### src/rtl/odb_pkg.sv
// ----------------------------------------------------------------------------
// odb_pkg
// Types, register indexes and dither tables for the ordered dither binarizer.
// ----------------------------------------------------------------------------
package odb_pkg;

   // register indexes on the csr port
   localparam logic [1:0] CSR_MASK_SIZE   = 2'd0;
   localparam logic [1:0] CSR_MAX_GRAY    = 2'd1;
   localparam logic [1:0] CSR_IMAGE_WIDTH = 2'd2;

   localparam int GRAY_BITS  = 16;
   localparam int WIDTH_REG_BITS = 12;
   localparam int THR_BITS   = 4;
   localparam int LIMIT_BITS = GRAY_BITS + THR_BITS + 1;

   // matrix orders
   localparam logic [2:0] ORDER_2 = 3'd2;
   localparam logic [2:0] ORDER_3 = 3'd3;
   localparam logic [2:0] ORDER_4 = 3'd4;

   // row-major, index {row, col}
   localparam logic [THR_BITS-1:0] DITHER_TAB2 [16] = '{
      4'd0, 4'd2, 4'd0, 4'd0,
      4'd3, 4'd1, 4'd0, 4'd0,
      4'd0, 4'd0, 4'd0, 4'd0,
      4'd0, 4'd0, 4'd0, 4'd0 };
   localparam logic [THR_BITS-1:0] DITHER_TAB3 [16] = '{
      4'd2, 4'd6, 4'd4, 4'd0,
      4'd5, 4'd0, 4'd1, 4'd0,
      4'd8, 4'd3, 4'd7, 4'd0,
      4'd0, 4'd0, 4'd0, 4'd0 };
   localparam logic [THR_BITS-1:0] DITHER_TAB4 [16] = '{
      4'd0,  4'd8,  4'd2,  4'd10,
      4'd12, 4'd4,  4'd14, 4'd6,
      4'd3,  4'd11, 4'd1,  4'd9,
      4'd15, 4'd7,  4'd13, 4'd5 };

   // configuration as seen by the datapath
   typedef struct packed {
      logic [2:0]                k;      // clamped order, 2..4
      logic [GRAY_BITS-1:0]      step;   // max_gray / (k*k-1), at least 1
      logic [WIDTH_REG_BITS-1:0] width;  // pixels per row
   } cfg_type;

   // matrix position of one pixel
   typedef struct packed {
      logic [1:0] row;
      logic [1:0] col;
   } pos_type;

   function automatic logic [THR_BITS-1:0] dither_thr(input logic [2:0] k,
                                                      input pos_type   pos);
      logic [3:0] idx;
      idx = {pos.row, pos.col};
      case (k)
         ORDER_2: dither_thr = DITHER_TAB2[idx];
         ORDER_3: dither_thr = DITHER_TAB3[idx];
         default: dither_thr = DITHER_TAB4[idx];
      endcase
   endfunction

   function automatic logic [1:0] phase_next(input logic [1:0] p,
                                             input logic [2:0] k);
      logic [2:0] p1;
      p1 = {1'b0, p} + 3'd1;
      phase_next = (p1 >= k) ? 2'd0 : p1[1:0];
   endfunction

endpackage

### src/rtl/odb_csr.sv
// ----------------------------------------------------------------------------
// odb_csr
// Configuration registers; keeps the clamped order and the derived step.
// ----------------------------------------------------------------------------
module odb_csr (
   input  logic                          clock,
   input  logic                          reset,
   input  logic                          csr_valid,
   output logic                          csr_ready,
   input  logic [1:0]                    csr_index,
   input  logic [odb_pkg::GRAY_BITS-1:0] csr_wdata,
   output odb_pkg::cfg_type              cfg
);

   logic [2:0]                            k_ff, k_in;
   logic [odb_pkg::GRAY_BITS-1:0]         max_gray_ff, max_gray_in;
   logic [odb_pkg::WIDTH_REG_BITS-1:0]    width_ff, width_in;
   logic [odb_pkg::GRAY_BITS-1:0]         step_ff, step_in;
   logic [2:0]                            mask_wr;
   logic [15:0]                           recip;
   logic [4:0]                            shift;
   logic [31:0]                           prod;
   logic [odb_pkg::GRAY_BITS-1:0]         quo;

   assign csr_ready = 1'b1;
   assign mask_wr   = csr_wdata[2:0];

   always_comb begin
      k_in        = k_ff;
      max_gray_in = max_gray_ff;
      width_in    = width_ff;
      if (csr_valid) begin
         unique case (csr_index)
            odb_pkg::CSR_MASK_SIZE: begin
               if (mask_wr < odb_pkg::ORDER_2)
                  k_in = odb_pkg::ORDER_2;
               else if (mask_wr > odb_pkg::ORDER_4)
                  k_in = odb_pkg::ORDER_4;
               else
                  k_in = mask_wr;
            end
            odb_pkg::CSR_MAX_GRAY:    max_gray_in = csr_wdata;
            odb_pkg::CSR_IMAGE_WIDTH: width_in = csr_wdata[odb_pkg::WIDTH_REG_BITS-1:0];
            default: ;
         endcase
      end
   end

   // divide by 3, 8 or 15 as a reciprocal multiply (exact for 16-bit values)
   always_comb begin
      case (k_in)
         odb_pkg::ORDER_2: begin
            recip = 16'hAAAB;
            shift = 5'd17;
         end
         odb_pkg::ORDER_3: begin
            recip = 16'd1;
            shift = 5'd3;
         end
         default: begin
            recip = 16'h8889;
            shift = 5'd19;
         end
      endcase
      prod    = 32'(max_gray_in) * 32'(recip);
      quo     = odb_pkg::GRAY_BITS'(prod >> shift);
      step_in = (quo == '0) ? odb_pkg::GRAY_BITS'(1) : quo;
   end

   always_ff @(posedge clock) begin
      if (reset) begin
         k_ff        <= odb_pkg::ORDER_4;
         max_gray_ff <= 16'd255;
         width_ff    <= 12'd640;
         step_ff     <= 16'd17;
      end else begin
         k_ff        <= k_in;
         max_gray_ff <= max_gray_in;
         width_ff    <= width_in;
         step_ff     <= step_in;
      end
   end

   assign cfg.k     = k_ff;
   assign cfg.step  = step_ff;
   assign cfg.width = width_ff;

endmodule

### src/rtl/odb_raster.sv
// ----------------------------------------------------------------------------
// odb_raster
// Column counter and row/column phase tracking over the raster scan.
// ----------------------------------------------------------------------------
module odb_raster #(
   parameter int WIDTH_BITS = 12
) (
   input  logic             clock,
   input  logic             reset,
   input  logic             advance,
   input  logic             start_of_image,
   input  odb_pkg::cfg_type cfg,
   output odb_pkg::pos_type pos
);

   logic [WIDTH_BITS-1:0] col_count_ff, col_count_in;
   logic [1:0]            col_phase_ff, col_phase_in;
   logic [1:0]            row_phase_ff, row_phase_in;
   logic [WIDTH_BITS-1:0] count_cur, count_inc, width_wrap;
   logic [1:0]            col_cur, row_cur;
   logic                  row_end;

   // start of image clears position before the pixel is looked up
   assign count_cur  = start_of_image ? '0 : col_count_ff;
   assign col_cur    = start_of_image ? 2'd0 : col_phase_ff;
   assign row_cur    = start_of_image ? 2'd0 : row_phase_ff;
   assign count_inc  = count_cur + WIDTH_BITS'(1);
   assign width_wrap = WIDTH_BITS'({4'd0, cfg.width});
   assign row_end    = (count_inc == width_wrap);

   // stale phase after an order change reads entry 0
   assign pos.row = ({1'b0, row_cur} < cfg.k) ? row_cur : 2'd0;
   assign pos.col = ({1'b0, col_cur} < cfg.k) ? col_cur : 2'd0;

   always_comb begin
      col_count_in = col_count_ff;
      col_phase_in = col_phase_ff;
      row_phase_in = row_phase_ff;
      if (advance) begin
         if (row_end) begin
            col_count_in = '0;
            col_phase_in = 2'd0;
            row_phase_in = odb_pkg::phase_next(row_cur, cfg.k);
         end else begin
            col_count_in = count_inc;
            col_phase_in = odb_pkg::phase_next(col_cur, cfg.k);
            row_phase_in = row_cur;
         end
      end
   end

   always_ff @(posedge clock) begin
      if (reset) begin
         col_count_ff <= '0;
         col_phase_ff <= 2'd0;
         row_phase_ff <= 2'd0;
      end else begin
         col_count_ff <= col_count_in;
         col_phase_ff <= col_phase_in;
         row_phase_ff <= row_phase_in;
      end
   end

endmodule

### src/rtl/ordered_dither_binarizer.sv
// ----------------------------------------------------------------------------
// ordered_dither_binarizer
// Ordered (Bayer) dithering of a raster gray stream to one bit per pixel.
// ----------------------------------------------------------------------------
// Usage:
//  - req_ channel: one gray pixel per beat in raster order; req_start_of_image
//    flags the first pixel of an image and clears position and white flag.
//  - rsp_ channel: one beat per pixel, rsp_bw (1 = white) and rsp_any_white,
//    the sticky flag over the image so far including this pixel.
//  - csr_ channel: register writes (0 mask_size, 1 max_gray, 2 image_width),
//    always ready; write only while no pixel is in flight.
// Timing:
//  - Two register stages: input stage, then result register. An accepted
//    req beat is loaded into the input stage, then into the result register
//    when that is empty or being drained; rsp_valid rises as it loads.
//  - Throughput is one pixel per cycle while rsp_ready stays high; the
//    compare and threshold multiply sit between the two stages.
//  - The divide of max_gray by k*k-1 is done at the register write and kept
//    in a step register, so the pixel path only multiplies and compares.
// Reset: synchronous, active high; empties both stages, restores the
//    register defaults (k=4, max_gray=255, width=640), clears the position.
// Stall: while rsp_ready is low the result holds; one more pixel is taken
//    into the input stage, after which req_ready drops.
// ----------------------------------------------------------------------------
module ordered_dither_binarizer #(
   parameter int WIDTH_BITS = 12
) (
   input  logic                          clock,
   input  logic                          reset,
   // pixel input
   input  logic                          req_valid,
   output logic                          req_ready,
   input  logic [odb_pkg::GRAY_BITS-1:0] req_gray,
   input  logic                          req_start_of_image,
   // result output
   output logic                          rsp_valid,
   input  logic                          rsp_ready,
   output logic                          rsp_bw,
   output logic                          rsp_any_white,
   // configuration
   input  logic                          csr_valid,
   output logic                          csr_ready,
   input  logic [1:0]                    csr_index,
   input  logic [odb_pkg::GRAY_BITS-1:0] csr_wdata
);

   odb_pkg::cfg_type cfg;
   odb_pkg::pos_type pos;

   logic accept;
   logic out_load;

   // input stage
   logic                          s1_valid_ff, s1_valid_in;
   logic [odb_pkg::GRAY_BITS-1:0] s1_gray_ff;
   logic                          s1_sof_ff;
   odb_pkg::pos_type              s1_pos_ff;

   // result stage
   logic rsp_valid_ff, rsp_valid_in;
   logic rsp_bw_ff;
   logic any_white_ff, any_white_in;

   logic [odb_pkg::THR_BITS-1:0]   thr;
   logic [odb_pkg::LIMIT_BITS-1:0] limit;
   logic                           bw;

   odb_csr u_csr (
      .clock     (clock),
      .reset     (reset),
      .csr_valid (csr_valid),
      .csr_ready (csr_ready),
      .csr_index (csr_index),
      .csr_wdata (csr_wdata),
      .cfg       (cfg)
   );

   // position advances at acceptance, so each pixel carries its own phase
   odb_raster #(
      .WIDTH_BITS (WIDTH_BITS)
   ) u_raster (
      .clock          (clock),
      .reset          (reset),
      .advance        (accept),
      .start_of_image (req_start_of_image),
      .cfg            (cfg),
      .pos            (pos)
   );

   // handshake: result register loads when empty or being drained
   assign out_load  = !rsp_valid_ff || rsp_ready;
   assign req_ready = !s1_valid_ff || out_load;
   assign accept    = req_valid && req_ready;

   always_comb begin
      if (accept)
         s1_valid_in = 1'b1;
      else if (out_load)
         s1_valid_in = 1'b0;
      else
         s1_valid_in = s1_valid_ff;
      rsp_valid_in = out_load ? s1_valid_ff : rsp_valid_ff;
   end

   // floor(gray/step) > thr  <=>  gray >= (thr+1)*step
   assign thr   = odb_pkg::dither_thr(cfg.k, s1_pos_ff);
   assign limit = odb_pkg::LIMIT_BITS'(({1'b0, thr} + 5'd1) * cfg.step);
   assign bw    = ({{(odb_pkg::LIMIT_BITS-odb_pkg::GRAY_BITS){1'b0}}, s1_gray_ff} >= limit);

   // sticky flag restarts on the first pixel of an image
   assign any_white_in = (s1_sof_ff ? 1'b0 : any_white_ff) | bw;

   always_ff @(posedge clock) begin
      if (reset) begin
         s1_valid_ff  <= 1'b0;
         rsp_valid_ff <= 1'b0;
         any_white_ff <= 1'b0;
      end else begin
         s1_valid_ff  <= s1_valid_in;
         rsp_valid_ff <= rsp_valid_in;
         if (out_load && s1_valid_ff) begin
            any_white_ff <= any_white_in;
         end
      end
   end

   always_ff @(posedge clock) begin
      if (accept) begin
         s1_gray_ff <= req_gray;
         s1_sof_ff  <= req_start_of_image;
         s1_pos_ff  <= pos;
      end
      if (out_load && s1_valid_ff) begin
         rsp_bw_ff <= bw;
      end
   end

   assign rsp_valid     = rsp_valid_ff;
   assign rsp_bw        = rsp_bw_ff;
   assign rsp_any_white = any_white_ff;

endmodule

### config.mk
export PLATFORM = sky130hd
export DESIGN_NAME = ordered_dither_binarizer
export DESIGN_NICKNAME = d
export VERILOG_FILES = /design/src/rtl/odb_pkg.sv /design/src/rtl/odb_csr.sv /design/src/rtl/odb_raster.sv /design/src/rtl/ordered_dither_binarizer.sv
export SDC_FILE = /design/constraint.sdc
export NUM_CORES = 1
export LEC_CHECK = 0
export BUFFER_PORTS_ARGS = -buffer_cell sky130_fd_sc_hd__buf_2
export CAP_MARGIN = 30
export CORE_ASPECT_RATIO = 0.7
export CORE_MARGIN = 3
export CORE_UTILIZATION = 61
export DETAILED_ROUTE_END_ITERATION = 16
export GPL_ROUTABILITY_DRIVEN = 1
export HOLD_SLACK_MARGIN = 0.1
export PLACE_DENSITY = 0.83
export SETUP_SLACK_MARGIN = 0.4
export SLEW_MARGIN = 20
export SYNTH_ARGS = -nofsm -noshare
export SYNTH_HDL_FRONTEND = slang
export SYNTH_SLANG_ARGS = --single-unit
### constraint.sdc
create_clock -name clock -period 19.1 [get_ports clock]
set_clock_uncertainty 0.1 [all_clocks]
set_input_delay 1.91 -clock clock [delete_from_list [all_inputs] [get_ports clock]]
set_output_delay 1.91 -clock clock [all_outputs]
set_load 0.02 [all_outputs]
# Word level (Yosys, flattened, before mapping)
# Memory sizes are Yosys's and may differ from the RTL's.
# Index checks and enable logic that the tools add are counted.
# word_totals
wordCells	81
mem_bits_ro	192
output_inout_bits	5
memories	3
reg_bits	88
in_bits	40
# memory_table
memory	depth	width	read_ports	rd_clocked_by_memory_dff	write_ports	line_no	text
(name not given)	16	4	1	0	0	odb_pkg.sv:59	default: dither_thr = DITHER_TAB4[idx];
(name not given)	16	4	1	0	0	odb_pkg.sv:58	ORDER_3: dither_thr = DITHER_TAB3[idx];
(name not given)	16	4	1	0	0	odb_pkg.sv:57	ORDER_2: dither_thr = DITHER_TAB2[idx];
# op_classes
mux	27
multipliers	2
n_bitwise	2
n_shift	1
magnitude_cmp	8
n_addsub	4
reduce_logical	11
eq_ne	7
# op_table
op	n
$mul A16 B16 Y32	1
$mux W16	2
$pmux W16 S2	1
$shr A32 B5 Y16	1
$mux W12	2
$mux W4	6
$ge A16 B21 Y1	1
$mul A5 B16 Y21	1
$logic_not A16 Y1	1
$add A12 B1 Y12 const B	1
$eq A12 B12 Y1	1
$eq A3 B2 Y1 const B	4
$mux W2	6
$mux W3	4
$pmux W5 S2	1
$pmux W4 S2	1
$add A2 B1 Y3 const B	2
$ge A3 B3 Y1	2
$lt A2 B3 Y1	2
$add A4 B1 Y5 const B	1
$ge A5 B5 Y1 const B	1
$mux W5	1
$not A4 Y5	1
$gt A3 B3 Y1 const B	1
other kinds (12)	17

# Depth between registers and ports, before layout
# depth
ltp_word	11
ltp_mapped	36
depth_no_buf	34

# Modules after synthesis
# From an unflattened synthesis, not the netlist that was laid out.
# unflattened
cells_unflattened	1491
area_unflattened_um2	13033.8
# modules_own_cells
mod	area_per_inst_um2	seq_area_each_um2	cells_per_inst	n_inst
odb_csr	7373.3	940.9	843	1
ordered_dither_binarizer	3951.3	720.7	422	1
odb_raster	1709.1	320.3	226	1

# Least setup slack after synthesis
# Ideal clock, no wire load.
# synth_timing
path_kind	in2reg
from	in csr_index[1]
to	reg u_csr.step_ff[0] in the netlist's numbering
n_path_buf	3
path_stages	28
arrival_time_ps	8571
setup_ps	118
slack_ps	10312
cell_sequence	or3b_1 -> buf_2 -> nor2_8 -> a32oi_1 -> nand2_1 -> clkbuf_1 -> clkbuf_1 -> nor2_1 -> ha_1 -> inv_1 -> fa_1 -> inv_1 -> fa_1 -> inv_1 -> fa_1 -> fa_1 -> inv_1 -> ha_1 -> ha_1 -> o21ai_0 -> nand2_1 -> a311oi_1 -> o21a_1 -> mux2_2 -> a211oi_1 -> a211oi_1 -> nand4b_1 -> o21ai_1
# synth_between
elab_chain_cells	9
elab_cells_between_ends	14
# synth_rtl
element	line_no	text
from (decl)	ordered_dither_binarizer.sv:43	input logic [1:0] csr_index,
$logic_not A2 Y1	odb_csr.sv:33	unique case (csr_index)
$mux W3	odb_csr.sv:33	
$mux W3	odb_csr.sv:32	if (csr_valid) begin
$eq A3 B2 Y1	odb_csr.sv:51	case (k_in)
$pmux W16 S2	odb_csr.sv:51	
$mul A16 B16 Y32	odb_csr.sv:65	prod = 32'(max_gray_in) * 32'(recip);
$shr A32 B5 Y16 *	odb_csr.sv:66	quo = odb_pkg::GRAY_BITS'(prod >> shift);
$logic_not A16 Y1	odb_csr.sv:67	step_in = (quo == '0) ? odb_pkg::GRAY_BITS'(1) : quo;
$reduce_or A2 Y1 (no line)	n/a	
to (signal assigned)	odb_csr.sv:80	step_ff <= step_in;
to (decl)	odb_csr.sv:18	logic [odb_pkg::GRAY_BITS-1:0] step_ff, step_in;
# Mark *: on every way between the ends. The rest lies on a longest branch, timed or not.
# A chain may end at the register's enable or synchronous reset.

# Final worst setup path
# Same ends and word-level chain as after synthesis.

==> summary.md <==
| Metric | Value |
|---|---|
| Worst min-delay path category | flop to flop |
| Part of the Yosys area used for sequential elements | 15.7% |
| Most instantiated cells after synthesis | sky130_fd_sc_hd__inv_1 (235), sky130_fd_sc_hd__ha_1 (210), sky130_fd_sc_hd__fa_1 (124) |
| Dominant combinational cell family by area after synthesis | adder cells |
| Final global-route overflow total | 0 |
| Starting DRC count in detailed routing | 1145 |
| Via-to-Cell Ratio | 5.92 |
| Height of the chip | 126 um |
| Share of synthesized registers carrying an async set or reset | 0% |
| Post-DP Area | 13000 um^2 |
| Largest fanout of any net on the critical path | 22 |
| Combined buffer and inverter count along the critical path | 3 |
| Depth of the most critical reg-to-reg path | 24 |
| Total die area | 22500 um^2 |
| Final worst path period share | 50.7% |
| Final Critical Period | 9680 ps |
| Final Instance Area | 13400 um^2 |
| Classification of the worst setup path | input pin to flop |
| Total number of vias | 10300 |
| Length of the first detailed-routing pass in iterations | 6 |
| Number of nets with antenna violations after detailed routing | 0 |
| Cell with the largest stage delay on the worst path | sky130_fd_sc_hd__nand2_1 |
| Share of final-layout standard cells stronger than drive strength 1 | 6.46% |
| Via count of the first global-routing pass | 10400 |
| Crit-path most repeated cell | sky130_fd_sc_hd__fa_1 |
| IO Count | 45 |
| Share of synthesized area spent on multiplexers | 1.67% |
| Stage delay of the slowest cell on the critical path | 640 ps |
| Final Hold Vio Count | 0 |
| Run status | completed |
| Final Max Tran Viols | 0 |
| PwrDens | 94.9 nW/um^2 |
| VDD IR max | 0.0000888 V |
| Startpoint Class | input pin |
| WP data required | 19290 ps |
| Net count, final | 1840 |
| Per-instance average area after synthesis | 8.72 um^2 |
| Setup repair after global routing missed its margin | no |
| Antenna diode instance count | 0 |
| Largest delay contributor family on the critical path | adder cells |
| Width of the chip | 178 um |
| Area growth from synthesis to final layout | 5.80% |
| Clock tree from TritonCTS | yes |
| Number of buffers inserted during clock tree synthesis | 9 |
| Cell taking the most area after synthesis | sky130_fd_sc_hd__ha_1 |
| Post-synthesis compound-gate area fraction | 12.8% |
| Total negative slack for setup checks | 0 ps |
| Sink Count | 88 |
| Top area cells in the synthesized netlist | sky130_fd_sc_hd__ha_1 (21%), sky130_fd_sc_hd__fa_1 (20%), sky130_fd_sc_hd__dfxtp_1 (10%) |
| WL final | 31200 um |
| All-Layer GR Usage | 29.0% |
| Synthesized Nets | 1823 |
| Static leakage | 6.89 nW |
| Highest Clock Rate | 103 MHz |
| Clock insertion delay at the later pin of the skew report | 360 ps |
| Top-area cell type share of the netlist area | 20.8% |
| Effective utilization at floorplan | 63.0% |
| Final core utilization | 66.6% |
| Hold Crit Depth | 2 |
| Netlist Area Pre-Place | 12600 um^2 |
| Final setup violation count | 0 |
| Reg-to-reg setup timing slack | 10760 ps |
| Depth of the critical timing path with buffers and inverters included | 25 |
| FF+latch count, synth | 88 |
| Overall power consumption | 0.00127 W |
| DP HPWL | 25600 um |
| Post-route DRC | 0 |
| Standard-cell rows | 43 |
| First-pass GRT wire length | 52400 um |
| Most frequently used cell type in the post-synthesis netlist | sky130_fd_sc_hd__inv_1 |
| Final estimated routing congestion in global placement | 1.04 |
| Clock transition at path regs | 80 ps |
| Number of antenna violations at the first check in global routing | 0 |
| Max H-tree Level | 3 |
| Adder and majority gate portion of the synthesized area | 40.4% |
| Number of distinct library cells after synthesis | 84 |
| Standard cell core area | 20100 um^2 |
| Gate count after technology mapping | 1449 |
| Post-cts resize count | 0 |
| WL/cell | 17.9 um |
| Worst Max-Slew Pin Slew | 898 ps |
| Critical path arrival | 9870 ps |
| Yosys synthesis warning count | 0 |
| Longest Clk Path Bufs | 2 |
| Number of max-capacitance violations reported | 0 |
| Area share of and/or/nand/nor cells after synthesis | 16.5% |
| Clock root buffer master | sky130_fd_sc_hd__clkbuf_16 |
| Pin count of the biggest net entering global routing | 69 |
| Total of fill cells in the finished design | 1628 |
| Worst slew margin | 40.0% |
| Most used flip-flop cell after synthesis | sky130_fd_sc_hd__dfxtp_1 |
| XOR/XNOR Fraction of Synth Area | 4.30% |
| # Post-CTS Setup Buffers | 0 |
| # port buffers | 43 |
| CP endpoint kind | flop |
| Post-synth EDFFs | 22 |
| Hold_buf cts | 0 |
[worst reg2reg max path, delay by kind of cell, from the launching register on]
family                   cells  cell delay [ps]
buffers and inverters        3              320
adder cells (fa/ha/maj)      7             3110
AND/OR/NAND/NOR              5             1950
flip-flops                   1              330
AO/OA/AOI/OAI                8             2060
multiplexers                 1              400
[cells in the final DEF, fill, tap and decap left out, types with 21 or more instances in the layout]
cell,instances
sky130_fd_sc_hd__a21o_1,31
sky130_fd_sc_hd__a21oi_1,83
sky130_fd_sc_hd__and2_1,54
sky130_fd_sc_hd__buf_2,45
sky130_fd_sc_hd__dfxtp_1,66
sky130_fd_sc_hd__edfxtp_1,22
sky130_fd_sc_hd__fa_1,124
sky130_fd_sc_hd__ha_1,210
sky130_fd_sc_hd__inv_1,235
sky130_fd_sc_hd__nand2_1,115
sky130_fd_sc_hd__nand3_1,21
sky130_fd_sc_hd__nor2_1,107
sky130_fd_sc_hd__o21ai_0,40
sky130_fd_sc_hd__xnor2_1,33
sky130_fd_sc_hd__xor2_1,29
[path summary, 6_finish.rpt]
| kind | to | startpoint |
|---|---|---|
| min reg2reg | u_csr.width_ff[5]$_SDFFE_PP0P_ | u_csr.width_ff[5]$_SDFFE_PP0P_ |
| min | u_csr.width_ff[5]$_SDFFE_PP0P_ | u_csr.width_ff[5]$_SDFFE_PP0P_ |
| max reg2reg | u_csr.step_ff[0]$_SDFF_PP1_ | u_csr.k_ff[1]$_SDFF_PP0_ |
| max | u_csr.step_ff[0]$_SDFF_PP1_ | csr_index[1] |
[cell families (layout without fill, tap and decap cells)]
kind of cell               after synthesis  after routing
and+or+nand+nor                        416            416
adders and majority gates              334            334
buffers and inverters                  283            305
AOI/OAI and AO/OA                      244            244
DFF                                     88             88
xor gates and xnor gates                62             62
muxes                                   21             21
other                                    1              1
[through the flow]
step | std cells | hold slack (ps) | setup slack, ps
6_report | 1741 | 378 | 9420
5_1_grt | 1741 | 408 | 9070
4_1_cts | 1738 | 382 | 9030
3_5_place_dp | 1722 | 371 | 8680
3_3_place_gp | 1718 | 359 | 8830
2_1_floorplan | 1449 | 345 | 10310
[power breakdown]
part / internal [W] / total, W / switching (W)
clock network: 0.0000924 / 0.000180 / 0.0000880
registers: 0.000204 / 0.000216 / 0.0000122
logic: 0.000337 / 0.000873 / 0.000536
[area by class of cell]
cell class | count | area (um^2) | share of cell area, %
Clock buffer | 9 | 225 | 1.68
Multi-Input combinational cell | 1078 | 9570 | 71.5
Inverter | 235 | 882 | 6.59
Sequential cell | 88 | 1980 | 14.8
Timing Repair Buffer | 54 | 312 | 2.33
Tap cell | 270 | 338 | 2.53
Clock inverter | 7 | 68.8 | 0.515
[registers in the layout (all words and copies together) (netlist names)]
| register | flops |
|---|---|
| rsp_any_white | 1 |
| rsp_bw | 1 |
| rsp_valid | 1 |
| s1_gray_ff | 16 |
| s1_pos_ff | 4 |
| s1_sof_ff | 1 |
| s1_valid_ff | 1 |
| u_csr.k_ff | 3 |
| u_csr.max_gray_ff | 16 |
| u_csr.step_ff | 16 |
| u_csr.width_ff | 12 |
| u_raster.col_count_ff | 12 |
| u_raster.col_phase_ff | 2 |
| u_raster.row_phase_ff | 2 |
[metal layers]
metal / track usage (%) / vias to the layer above / wire length (um)
li1: - / 4864 / -
met1: 42.5 / 4923 / 14300
met2: 42.3 / 483 / 12800
met3: 9.99 / 45 / 3610
met4: 4.61 / 0 / 395
met5: 0 / - / 0
(Power assumes the default switching activity.)
